**src/sv/i2cbe_pkg.sv**
```systemverilog
// ----------------------------------------------------------------------------
// i2cbe_pkg
// Types, codes and reset constants shared by the I2C master bit engine.
// ----------------------------------------------------------------------------
`default_nettype none

package i2cbe_pkg;

  // Command codes carried by a request
  typedef enum logic [2:0] {
    OP_NONE  = 3'd0,
    OP_START = 3'd1,
    OP_STOP  = 3'd2,
    OP_WRITE = 3'd3,
    OP_READ  = 3'd4,
    OP_ACK   = 3'd5,
    OP_NACK  = 3'd6,
    OP_CHECK = 3'd7
  } opcode_t;

  // Configuration register indexes
  localparam logic [1:0] REG_SHORT_WAIT  = 2'd0;
  localparam logic [1:0] REG_LONG_WAIT   = 2'd1;
  localparam logic [1:0] REG_ACK_TIMEOUT = 2'd2;

  localparam logic [7:0] SHORT_WAIT_RST  = 8'd2;
  localparam logic [7:0] LONG_WAIT_RST   = 8'd4;
  localparam logic [9:0] ACK_TIMEOUT_RST = 10'd250;

  // Bus phases
  typedef enum logic [3:0] {
    PH_IDLE = 4'd0,
    PH_ST_A = 4'd1,
    PH_ST_B = 4'd2,
    PH_ST_C = 4'd3,
    PH_ST_D = 4'd4,
    PH_SP_A = 4'd5,
    PH_SP_B = 4'd6,
    PH_SP_C = 4'd7,
    PH_WR_H = 4'd8,
    PH_WR_L = 4'd9,
    PH_RD_H = 4'd10,
    PH_RD_L = 4'd11,
    PH_AK_H = 4'd12,
    PH_CK_A = 4'd13,
    PH_CK_B = 4'd14,
    PH_CK_P = 4'd15
  } phase_t;

  typedef struct packed {
    logic [2:0] opcode;
    logic [7:0] write_data;
    logic       sda_in;
  } in_item_t;

  typedef struct packed {
    logic       scl_level;
    logic       sda_level;
    logic       sda_enable;
    logic       busy_res;
    logic       done_res;
    logic [7:0] read_data;
    logic       ack_error;
  } out_item_t;

  typedef struct packed {
    logic [7:0] short_wait;
    logic [7:0] long_wait;
    logic [9:0] ack_timeout;
  } cfg_t;

  // Wait counter load: a zero setting counts as one tick
  function automatic logic [7:0] load_wait(input logic [7:0] w);
    load_wait = (w == 8'd0) ? 8'd0 : w - 8'd1;
  endfunction

endpackage

`default_nettype wire

```
**src/sv/i2cbe_cfg.sv**
```systemverilog
// ----------------------------------------------------------------------------
// i2cbe_cfg
// Timing configuration registers: short wait, long wait, acknowledge timeout.
// ----------------------------------------------------------------------------
`default_nettype none

module i2cbe_cfg (
  input  wire logic           clk,
  input  wire logic           rst,
  input  wire logic           wr_en,
  input  wire logic [1:0]     wr_index,
  input  wire logic [9:0]     wr_data,
  output i2cbe_pkg::cfg_t     cfg
);
  import i2cbe_pkg::*;

  // Write the addressed register; unknown indexes are dropped
  always_ff @(posedge clk) begin
    if (rst) begin
      cfg.short_wait  <= SHORT_WAIT_RST;
      cfg.long_wait   <= LONG_WAIT_RST;
      cfg.ack_timeout <= ACK_TIMEOUT_RST;
    end else if (wr_en) begin
      unique case (wr_index)
        REG_SHORT_WAIT:  cfg.short_wait  <= wr_data[7:0];
        REG_LONG_WAIT:   cfg.long_wait   <= wr_data[7:0];
        REG_ACK_TIMEOUT: cfg.ack_timeout <= wr_data;
        default: ;
      endcase
    end
  end

endmodule

`default_nettype wire

```
**src/sv/i2cbe_step.sv**
```systemverilog
// ----------------------------------------------------------------------------
// i2cbe_step
// Bus phase sequencer: advances one tick per request and forms the result.
// ----------------------------------------------------------------------------
`default_nettype none

module i2cbe_step (
  input  wire logic                 clk,
  input  wire logic                 rst,
  input  wire logic                 fire,
  input  wire i2cbe_pkg::in_item_t  item,
  input  wire i2cbe_pkg::cfg_t      cfg,
  output i2cbe_pkg::out_item_t      result
);
  import i2cbe_pkg::*;

  phase_t      phase, phase_next;
  logic [7:0]  wait_count, wait_count_next;
  logic [3:0]  bit_count, bit_count_next;
  logic [7:0]  shift_byte, shift_byte_next;
  logic [9:0]  poll_count, poll_count_next;
  logic        pin_scl, pin_scl_next;
  logic        pin_sda, pin_sda_next;
  logic        pin_en, pin_en_next;
  logic [7:0]  read_reg, read_reg_next;
  logic        err_flag, err_flag_next;
  logic        done;
  logic        ent;
  phase_t      tgt;
  logic        do_poll;
  logic [10:0] poll_inc;

  // Hold state between ticks
  always_ff @(posedge clk) begin
    if (rst) begin
      phase      <= PH_IDLE;
      wait_count <= '0;
      bit_count  <= '0;
      shift_byte <= '0;
      poll_count <= '0;
      pin_scl    <= 1'b1;
      pin_sda    <= 1'b1;
      pin_en     <= 1'b0;
      read_reg   <= '0;
      err_flag   <= 1'b0;
    end else if (fire) begin
      phase      <= phase_next;
      wait_count <= wait_count_next;
      bit_count  <= bit_count_next;
      shift_byte <= shift_byte_next;
      poll_count <= poll_count_next;
      pin_scl    <= pin_scl_next;
      pin_sda    <= pin_sda_next;
      pin_en     <= pin_en_next;
      read_reg   <= read_reg_next;
      err_flag   <= err_flag_next;
    end
  end

  // Next state for one tick
  always_comb begin
    phase_next      = phase;
    wait_count_next = wait_count;
    bit_count_next  = bit_count;
    shift_byte_next = shift_byte;
    poll_count_next = poll_count;
    pin_scl_next    = pin_scl;
    pin_sda_next    = pin_sda;
    pin_en_next     = pin_en;
    read_reg_next   = read_reg;
    err_flag_next   = err_flag;
    done            = 1'b0;
    ent             = 1'b0;
    tgt             = PH_IDLE;
    do_poll         = 1'b0;
    poll_inc        = {1'b0, poll_count} + 11'd1;

    // Accept a command, poll, count down or advance the phase
    unique case (phase)
      PH_IDLE: begin
        if (item.opcode != OP_NONE) begin
          bit_count_next = '0;
          ent = 1'b1;
          unique case (opcode_t'(item.opcode))
            OP_START: tgt = PH_ST_A;
            OP_STOP:  tgt = PH_SP_A;
            OP_WRITE: begin
              pin_en_next     = 1'b1;
              shift_byte_next = item.write_data;
              tgt             = PH_WR_H;
            end
            OP_READ: begin
              pin_en_next     = 1'b0;
              pin_scl_next    = 1'b0;
              shift_byte_next = '0;
              tgt             = PH_RD_H;
            end
            OP_ACK: begin
              pin_sda_next = 1'b0;
              pin_en_next  = 1'b1;
              tgt          = PH_AK_H;
            end
            OP_NACK: begin
              pin_sda_next = 1'b1;
              tgt          = PH_AK_H;
            end
            OP_CHECK: begin
              err_flag_next   = 1'b0;
              poll_count_next = '0;
              tgt             = PH_CK_A;
            end
            default: ent = 1'b0;
          endcase
        end
      end
      PH_CK_P: do_poll = 1'b1;
      default: begin
        if (wait_count != 8'd0) begin
          wait_count_next = wait_count - 8'd1;
        end else begin
          ent = 1'b1;
          unique case (phase)
            PH_ST_A: tgt = PH_ST_B;
            PH_ST_B: tgt = PH_ST_C;
            PH_ST_C: tgt = PH_ST_D;
            PH_SP_A: tgt = PH_SP_B;
            PH_SP_B: tgt = PH_SP_C;
            PH_WR_H: tgt = PH_WR_L;
            PH_WR_L: begin
              bit_count_next = bit_count + 4'd1;
              if (bit_count_next[3]) begin
                ent = 1'b0;
                phase_next = PH_IDLE;
                done = 1'b1;
              end else begin
                tgt = PH_WR_H;
              end
            end
            PH_RD_H: begin
              shift_byte_next = {shift_byte[6:0], item.sda_in};
              tgt = PH_RD_L;
            end
            PH_RD_L: begin
              bit_count_next = bit_count + 4'd1;
              if (bit_count_next[3]) begin
                ent = 1'b0;
                read_reg_next = shift_byte;
                phase_next = PH_IDLE;
                done = 1'b1;
              end else begin
                tgt = PH_RD_H;
              end
            end
            PH_AK_H: begin
              ent = 1'b0;
              pin_scl_next = 1'b0;
              phase_next = PH_IDLE;
              done = 1'b1;
            end
            PH_CK_A: tgt = PH_CK_B;
            PH_CK_B: begin
              ent = 1'b0;
              phase_next = PH_CK_P;
              wait_count_next = '0;
              do_poll = 1'b1;
            end
            default: begin
              ent = 1'b0;
              phase_next = PH_IDLE;
              done = 1'b1;
            end
          endcase
        end
      end
    endcase

    // Poll SDA for the acknowledge; on timeout run a stop
    if (do_poll) begin
      if (!item.sda_in) begin
        pin_scl_next = 1'b0;
        phase_next   = PH_IDLE;
        done         = 1'b1;
      end else if (poll_inc > {1'b0, cfg.ack_timeout}) begin
        err_flag_next = 1'b1;
        ent = 1'b1;
        tgt = PH_SP_A;
      end else begin
        poll_count_next = poll_inc[9:0];
      end
    end

    // Apply the pin levels and wait of the phase entered
    if (ent) begin
      phase_next = tgt;
      unique case (tgt)
        PH_ST_A: begin
          pin_sda_next = 1'b1;
          pin_en_next  = 1'b1;
          wait_count_next = load_wait(cfg.long_wait);
        end
        PH_ST_B: begin
          pin_scl_next = 1'b1;
          wait_count_next = load_wait(cfg.long_wait);
        end
        PH_ST_C: begin
          pin_sda_next = 1'b0;
          wait_count_next = load_wait(cfg.short_wait);
        end
        PH_ST_D: begin
          pin_scl_next = 1'b0;
          wait_count_next = load_wait(cfg.long_wait);
        end
        PH_SP_A: begin
          pin_scl_next = 1'b0;
          pin_sda_next = 1'b0;
          pin_en_next  = 1'b1;
          wait_count_next = load_wait(cfg.long_wait);
        end
        PH_SP_B: begin
          pin_scl_next = 1'b1;
          wait_count_next = load_wait(cfg.long_wait);
        end
        PH_SP_C: begin
          pin_sda_next = 1'b1;
          wait_count_next = load_wait(cfg.short_wait);
        end
        PH_WR_H: begin
          pin_sda_next    = shift_byte_next[7];
          shift_byte_next = {shift_byte_next[6:0], 1'b0};
          pin_scl_next    = 1'b1;
          wait_count_next = load_wait(cfg.short_wait);
        end
        PH_WR_L, PH_RD_L: begin
          pin_scl_next = 1'b0;
          wait_count_next = load_wait(cfg.short_wait);
        end
        PH_RD_H, PH_AK_H: begin
          pin_scl_next = 1'b1;
          wait_count_next = load_wait(cfg.short_wait);
        end
        PH_CK_A: begin
          pin_scl_next = 1'b0;
          pin_sda_next = 1'b1;
          pin_en_next  = 1'b0;
          wait_count_next = load_wait(cfg.long_wait);
        end
        PH_CK_B: begin
          pin_scl_next = 1'b1;
          wait_count_next = load_wait(cfg.long_wait);
        end
        default: wait_count_next = '0;
      endcase
    end

    // Form the result as the pins stand after this tick
    result.scl_level  = pin_scl_next;
    result.sda_level  = pin_sda_next;
    result.sda_enable = pin_en_next;
    result.busy_res   = (phase_next != PH_IDLE);
    result.done_res   = done;
    result.read_data  = read_reg_next;
    result.ack_error  = err_flag_next;
  end

endmodule

`default_nettype wire

```
**src/sv/i2c_master_bit_engine.sv**
```systemverilog
// A request taken into the input register is processed by the sequencer into the
// result register. Throughput: one request per cycle unless the result stalls;
// the phase sequencer advances one tick per request. A stalled result holds the
// request in the input register until the held request can be processed.
// Reset: synchronous; sequencer idle, SCL high, SDA released, timing registers
// back to short wait 2, long wait 4, acknowledge timeout 250.
// ----------------------------------------------------------------------------
// i2c_master_bit_engine
// Tick-driven I2C master bit engine: input register, phase sequencer, result
// register, plus the timing configuration registers.
// ----------------------------------------------------------------------------
`default_nettype none

module i2c_master_bit_engine (
  input  wire logic                clk,
  input  wire logic                rst,
  input  wire logic                in_valid,
  output logic                     in_ready,
  input  wire i2cbe_pkg::in_item_t in_item,
  output logic                     out_valid,
  input  wire logic                out_ready,
  output i2cbe_pkg::out_item_t     out_item,
  input  wire logic                cfg_valid,
  output logic                     cfg_ready,
  input  wire logic [1:0]          cfg_index,
  input  wire logic [9:0]          cfg_data
);
  import i2cbe_pkg::*;

  logic      in_full;
  in_item_t  in_q;
  logic      fire;
  cfg_t      cfg;
  out_item_t step_result;

  assign cfg_ready = 1'b1;

  // Process the held request when the result register can take its result
  assign fire     = in_full && (!out_valid || out_ready);
  assign in_ready = !in_full || fire;

  // Hold the incoming request
  always_ff @(posedge clk) begin
    if (rst) begin
      in_full <= 1'b0;
    end else if (in_ready) begin
      in_full <= in_valid;
    end
  end

  always_ff @(posedge clk) begin
    if (in_valid && in_ready) begin
      in_q <= in_item;
    end
  end

  // Hold the result until taken
  always_ff @(posedge clk) begin
    if (rst) begin
      out_valid <= 1'b0;
    end else if (fire) begin
      out_valid <= 1'b1;
    end else if (out_ready) begin
      out_valid <= 1'b0;
    end
  end

  always_ff @(posedge clk) begin
    if (fire) begin
      out_item <= step_result;
    end
  end

  i2cbe_cfg u_cfg (
    .clk      (clk),
    .rst      (rst),
    .wr_en    (cfg_valid && cfg_ready),
    .wr_index (cfg_index),
    .wr_data  (cfg_data),
    .cfg      (cfg)
  );

  i2cbe_step u_step (
    .clk    (clk),
    .rst    (rst),
    .fire   (fire),
    .item   (in_q),
    .cfg    (cfg),
    .result (step_result)
  );

endmodule

`default_nettype wire
```
**config.mk**
```make
export PLATFORM = sky130hd
export DESIGN_NAME = i2c_master_bit_engine
export DESIGN_NICKNAME = d
export VERILOG_FILES = /design/src/sv/i2cbe_pkg.sv /design/src/sv/i2cbe_cfg.sv /design/src/sv/i2cbe_step.sv /design/src/sv/i2c_master_bit_engine.sv
export SDC_FILE = /design/constraint.sdc
export NUM_CORES = 1
export LEC_CHECK = 0
export BUFFER_PORTS_ARGS = -buffer_cell sky130_fd_sc_hd__buf_2
export CORE_MARGIN = 3
export CORE_UTILIZATION = 40
export CTS_BUF_LIST = sky130_fd_sc_hd__clkbuf_4 sky130_fd_sc_hd__clkbuf_8
export CTS_CLUSTER_DIAMETER = 40
export DETAILED_ROUTE_END_ITERATION = 6
export GPL_ROUTABILITY_DRIVEN = 0
export PLACE_DENSITY = 0.63
export SETUP_SLACK_MARGIN = 0.3
export SLEW_MARGIN = 25
export SYNTH_ARGS = -nofsm -noshare
export SYNTH_HDL_FRONTEND = slang
export SYNTH_HIERARCHICAL = 1
export SYNTH_SLANG_ARGS = --single-unit
```
**constraint.sdc**
```tcl
create_clock -name clk -period 4.95 [get_ports clk]
set_input_delay 0.99 -clock clk [delete_from_list [all_inputs] [get_ports clk]]
set_output_delay 0.99 -clock clk [all_outputs]
set_load 0.02 [all_outputs]
```
# [Word-level counts from Yosys, hierarchy flattened]
# Index checks and enable logic that the tools add are counted.
# W data, S select, Z words.
[op_classes] addsub=5 n_lt_le_gt_ge=1 eq_ne=39 muxes=90 n_bitwise=1 n_reduce_logical=35
[op_table] cell="$mux W8" count=15
[op_table] cell="$mux W4" count=16
[op_table] cell="$eq A4 B4 Y1 const B" count=15
[op_table] cell="$mux W10" count=6
[op_table] cell="$pmux W8 S2" count=3
[op_table] cell="$pmux W4 S10" count=1
[op_table] cell="$mux W1" count=35
[op_table] cell="$eq A4 B3 Y1 const B" count=6
[op_table] cell="$pmux W4 S6" count=1
[op_table] cell="$sub A8 B1 Y8 const B" count=3
[op_table] cell="$reduce_or A7 Y1" count=3
[op_table] cell="$pmux W1 S2" count=9
[op_table] cell="$eq A4 B2 Y1 const B" count=4
[op_table] cell="$logic_not A8 Y1" count=2
[op_table] cell="$pmux W4 S2" count=2
[op_table] cell="$eq A3 B3 Y1 const B" count=4
[op_table] cell="$pmux W4 S3" count=1
[op_table] cell="$reduce_or A2 Y1" count=6
[op_table] cell="$add A10 B1 Y11 const B" count=1
[op_table] cell="$gt A11 B10 Y1" count=1
[op_table] cell="$reduce_or A9 Y1" count=1
[op_table] cell="$eq A4 B1 Y1 const B" count=2
[op_table] cell="$reduce_bool A8 Y1" count=1
[op_table] cell="$reduce_or A8 Y1" count=1
[op_table] cell="other kinds (23)" count=32
[word_totals] ff_bits=100 in_bits=29 out_inout_bits=17 wordCells=196

# [Logic depth before layout (Yosys ltp)]
[depth] depth_word=12 ltp_mapped=17

# [Cells and area by module]
# Netlist, hierarchy kept.
[modules_own_cells] mod="i2cbe_step" n_inst=1 cells_each=534 area_each_um2=4068.9 seq_area_each_um2=920.9
[modules_own_cells] mod="i2cbe_cfg" n_inst=1 cells_each=107 area_each_um2=1098.6 seq_area_each_um2=520.5
[modules_own_cells] mod="i2c_master_bit_engine" n_inst=1 cells_each=38 area_each_um2=895.9 seq_area_each_um2=820.8

# [Least setup slack after synthesis]
# OpenSTA, ideal clock, no wires.
[synth_timing] path_type="register to register" startpoint="register u_step.poll_count[0]" endpoint="register u_step.shift_byte[2]" arrival_time_ns=3.385 required_time_ns=4.873 slack_ns=1.488 path_stages_with_launch=14 path_buffers=1 period_less_slack_ns=3.462 path_cell_list="dfxtp_1 > ha_1 > nand3_1 > or2_1 > clkbuf_1 > xnor2_1 > ha_1 > and4_1 > a21boi_0 > o31a_1 > o31a_1 > nor4_4 > mux2_2 > o22ai_1"
[synth_between] elab_chain_cells=8
[synth_lines] element="start: declaration" line="i2cbe_step.sv:21" text="logic [9:0] poll_count, poll_count_next;"
[synth_lines] element="start signal: assignment" line="i2cbe_step.sv:51" text="poll_count <= poll_count_next;"
[synth_lines] element="$add A10 B1 Y11 (*)" line="i2cbe_step.sv:76" text="poll_inc = {1'b0, poll_count} + 11'd1;"
[synth_lines] element="$gt A11 B10 Y1 (*)" line="i2cbe_step.sv:183" text="end else if (poll_inc > {1'b0, cfg.ack_timeout}) begin"
[synth_lines] element="$mux W4" line="i2cbe_step.sv:183"
[synth_lines] element="$mux W4" line="i2cbe_step.sv:179" text="if (!item.sda_in) begin"
[synth_lines] element="$mux W4" line="i2cbe_step.sv:178" text="if (do_poll) begin"
[synth_lines] element="$eq A4 B4 Y1" line="i2cbe_step.sv:195" text="unique case (tgt)"
[synth_lines] element="$mux W8" line="i2cbe_step.sv:195"
[synth_lines] element="$mux W8 (*)" line="i2cbe_step.sv:193" text="if (ent) begin"
[synth_lines] element="end signal: assignment" line="i2cbe_step.sv:50" text="shift_byte <= shift_byte_next;"
[synth_lines] element="end: declaration" line="i2cbe_step.sv:20" text="logic [7:0] shift_byte, shift_byte_next;"
# Every way passes the cells marked *; elsewhere a longest branch is shown, timed or not.
# A chain may end at the register's enable or synchronous reset.

# [Worst setup path in the final report]
[layout_timing] startpoint="register u_step.poll_count[0]" endpoint="register u_step.shift_byte[3]"
# The elaborated chain is that of the path after synthesis.

==> reports/results.txt <==
Vias - 4,954
DP Area - 6330 sq um
Simple-Gate Fraction of Synth Area - 23.6%
Status - finished clean
Worst VDD drop - 0.197 mV
Antenna cells - 0
CP Launch Type - flip-flop
Compound-Gate Fraction of Synth Area - 17.0%
Worst Hold Launch - u_cfg/cfg[8]
Combinational family with the most area after synthesis - simple AND/OR/NAND/NOR gates
Overflow after GRT - 0
Die height - 129 um
Number of CTS-inserted buffers - 9
Die width - 129 um
Register area share after synthesis - 37.3%
Clock root cell - clkbuf_8
Max Slew Vio Count - 0
Post-synth ARST share - 0%
Crit. End Element - flip-flop
Drc violations - 0
Clock transition at the registers of the reported paths - 0.11 ns
Global-route wire length before repair - 23.4 mm
Final non-filler cell area - 6550 sq um
Top Registers - u_cfg/cfg (26), out_item (14), in_q (12)
DR pass1 iterations - 5
Cell Area, Synth - 6060 sq um
Top-count cell post-synth - nor2_1
Worst-skew pair later-pin latency - 0.37 ns
Vias per std cell - 5.60
Synth area leader - dfxtp_1
Overall routing resource usage - 17.1%
R2R depth - 12
Adder-Cell Fraction of Synth Area - 3.51%
Initial antenna violation count - 0
Full die area - 16,700 sq um
Max H-tree Level - 3
CP Class - reg2reg
Critical path arrival - 4.23 ns
CP Data Required Time - 5.25 ns
Max-cap viol count - 0
Port Buffers - 44
Nets - 742
Measured slew at the worst slew-check pin - 1.01 ns
Warnings from Yosys - 6
Flop-to-flop setup slack - 1.03 ns
Post-CTS sizing - 0
Row count - 44
Slew headroom - 31.8%
WL/cell - 16.0 um
Critical R2R Capture - u_step/shift_byte[3]
Layout cell share with drive strength beyond 1 - 15.3%
Post-Route WL - 14.1 mm
Launching point of the worst reg2reg path - u_step/poll_count[0]
Post-route clock period utilization - 79.3%
Setup TNS - 0 ns
Mapped Nets - 725
Synth Area in XOR/XNOR - 3.32%
Post-DP HPWL - 10.1 mm
Final Hold Vio Count - 0
Worst Path Max Fanout - 11
Largest Register - u_cfg/cfg
Initial DRC count - 322
Max Clock Freq - 255 MHz
Hold depth - 2
RSZ-0062 raised after global routing - false
Synth Instances - 679
Skew final - 0.0126 ns
Post-synth top flop - dfxtp_1
Core box area - 14,700 sq um
Hold_buf cts - 0
Flops & latches, synth - 100
Power Density - 311 nW/um^2
Starting Density - 41.2%
Largest net degree at the start of global routing - 86
Final core utilization - 44.6%
Layout area overhead - 8.09%
Clock sink count - 100
Clock Path Buffers - 2
Yosys top cell area share - 24.4%
EDFF count, synth - 26
I/O Pins - 46
Worst Hold End - u_cfg/cfg[8]
Max reg flops - 26
Post-route ant nets - 0
Min cycle time layout - 3.92 ns
Top cells by count, synth - nor2_1, dfxtp_1, nand2_1
Leakage - 2.60 nW
Most area-consuming cells after synthesis - dfxtp_1, edfxtp_1, mux2i_1, nor2_1, nand2b_1
Setup violators final - 0
Mux contribution to synthesized area - 10.0%
Post-synthesis cell type count - 89
Vias in the first global route - 4,752
Setup Fix Bufs, Post-CTS - 0
CTS tree - yes
Post-Syn Area per Cell - 8.93 sq um
Hold Crit Class - reg2reg
## placed cells by master (no fill, tap or decap), types with 5 or more instances in the layout
cell type  instances
nor2_1            86
dfxtp_1           74
nand2_1           45
buf_2             44
mux2i_1           44
nand2b_1          36
a21oi_1           34
inv_1             27
edfxtp_1          26
o21ai_0           20
nand3_1           18
ha_1              17
nor3_1            15
mux2_2            15
xor2_1            13
nand3b_1          10
a211oi_1          10
a22oi_1           10
xnor2_1           10
clkbuf_8           9
o211ai_1           7
a22o_1             7
a31oi_1            6
nor2b_1            5
a221oi_1           5
## kinds of logic after synthesis
| family | after synthesis |
|---|---|
| AOI/OAI and AO/OA | 146 |
| xor gates and xnor gates | 23 |
| adders and majority gates | 17 |
| buffers and inverters | 70 |
| DFF | 100 |
| muxes | 59 |
| other | 1 |
| and+or+nand+nor | 263 |
## worst max path at each step
stage | start | end | slack, ns | depth (start not counted)
CTS | u_step/poll_count[0] | u_step/shift_byte[3] | 1.04 | 13
detailed placement | u_step/poll_count[0] | u_step/shift_byte[3] | 1.05 | 12
finish | u_step/poll_count[0] | u_step/shift_byte[3] | 1.03 | 12
global placement | u_step/poll_count[0] | u_step/shift_byte[7] | 1.19 | 13
floorplan | u_step/poll_count[0] | u_step/shift_byte[2] | 1.49 | 13
global route | u_step/poll_count[0] | u_step/shift_byte[4] | 0.72 | 12
## per-layer routing
metal	wire (um)	global-route usage, %	up-vias
li1	-	-	2470
met1	6610	23.0	2352
met2	6880	28.9	115
met3	454	2.39	17
met4	202	4.76	0
met5	0	0	-
## power breakdown
group          switching, mW  total, mW  internal, mW
combinational          0.335      0.533         0.198
clock                  0.323      0.571         0.248
sequential            0.0510      0.931         0.880
total                  0.710       2.04          1.33
## worst max-delay path, cell delays in order (launching register included)
cell and delay [ns]:
dfxtp_1 0.42, ha_1 0.25, nand3_1 0.16, or2_1 0.33
xnor2_1 0.15, ha_1 0.28, and4_1 0.17, a21boi_0 0.12
o31a_1 0.30, o31a_1 0.45, nor4_4 0.70, mux2_2 0.40
o22ai_1 0.12
## through the flow
step / worst slack [ns] / hold WS, ns / total power, mW / std cells
3_3_place_gp: 1.19 / 0.458 / 1.46 / 869
3_5_place_dp: 1.05 / 0.474 / 1.47 / 869
6_report: 1.03 / 0.488 / 2.04 / 885
4_1_cts: 1.04 / 0.490 / 2.05 / 885
5_1_grt: 0.722 / 0.522 / 2.14 / 885
2_1_floorplan: 1.49 / 0.444 / 1.36 / 679
## layout make-up
type | instances | area (sq um)
repair buffers | 48 | 250
flip-flops and latches | 100 | 2260
multi-input cells | 509 | 3490
inverters | 28 | 105
well taps | 184 | 230
clock inverters | 7 | 95.1
clock buffers | 9 | 124
fillers | 1417 | 8150
Power figures use the tool's default switching activity.
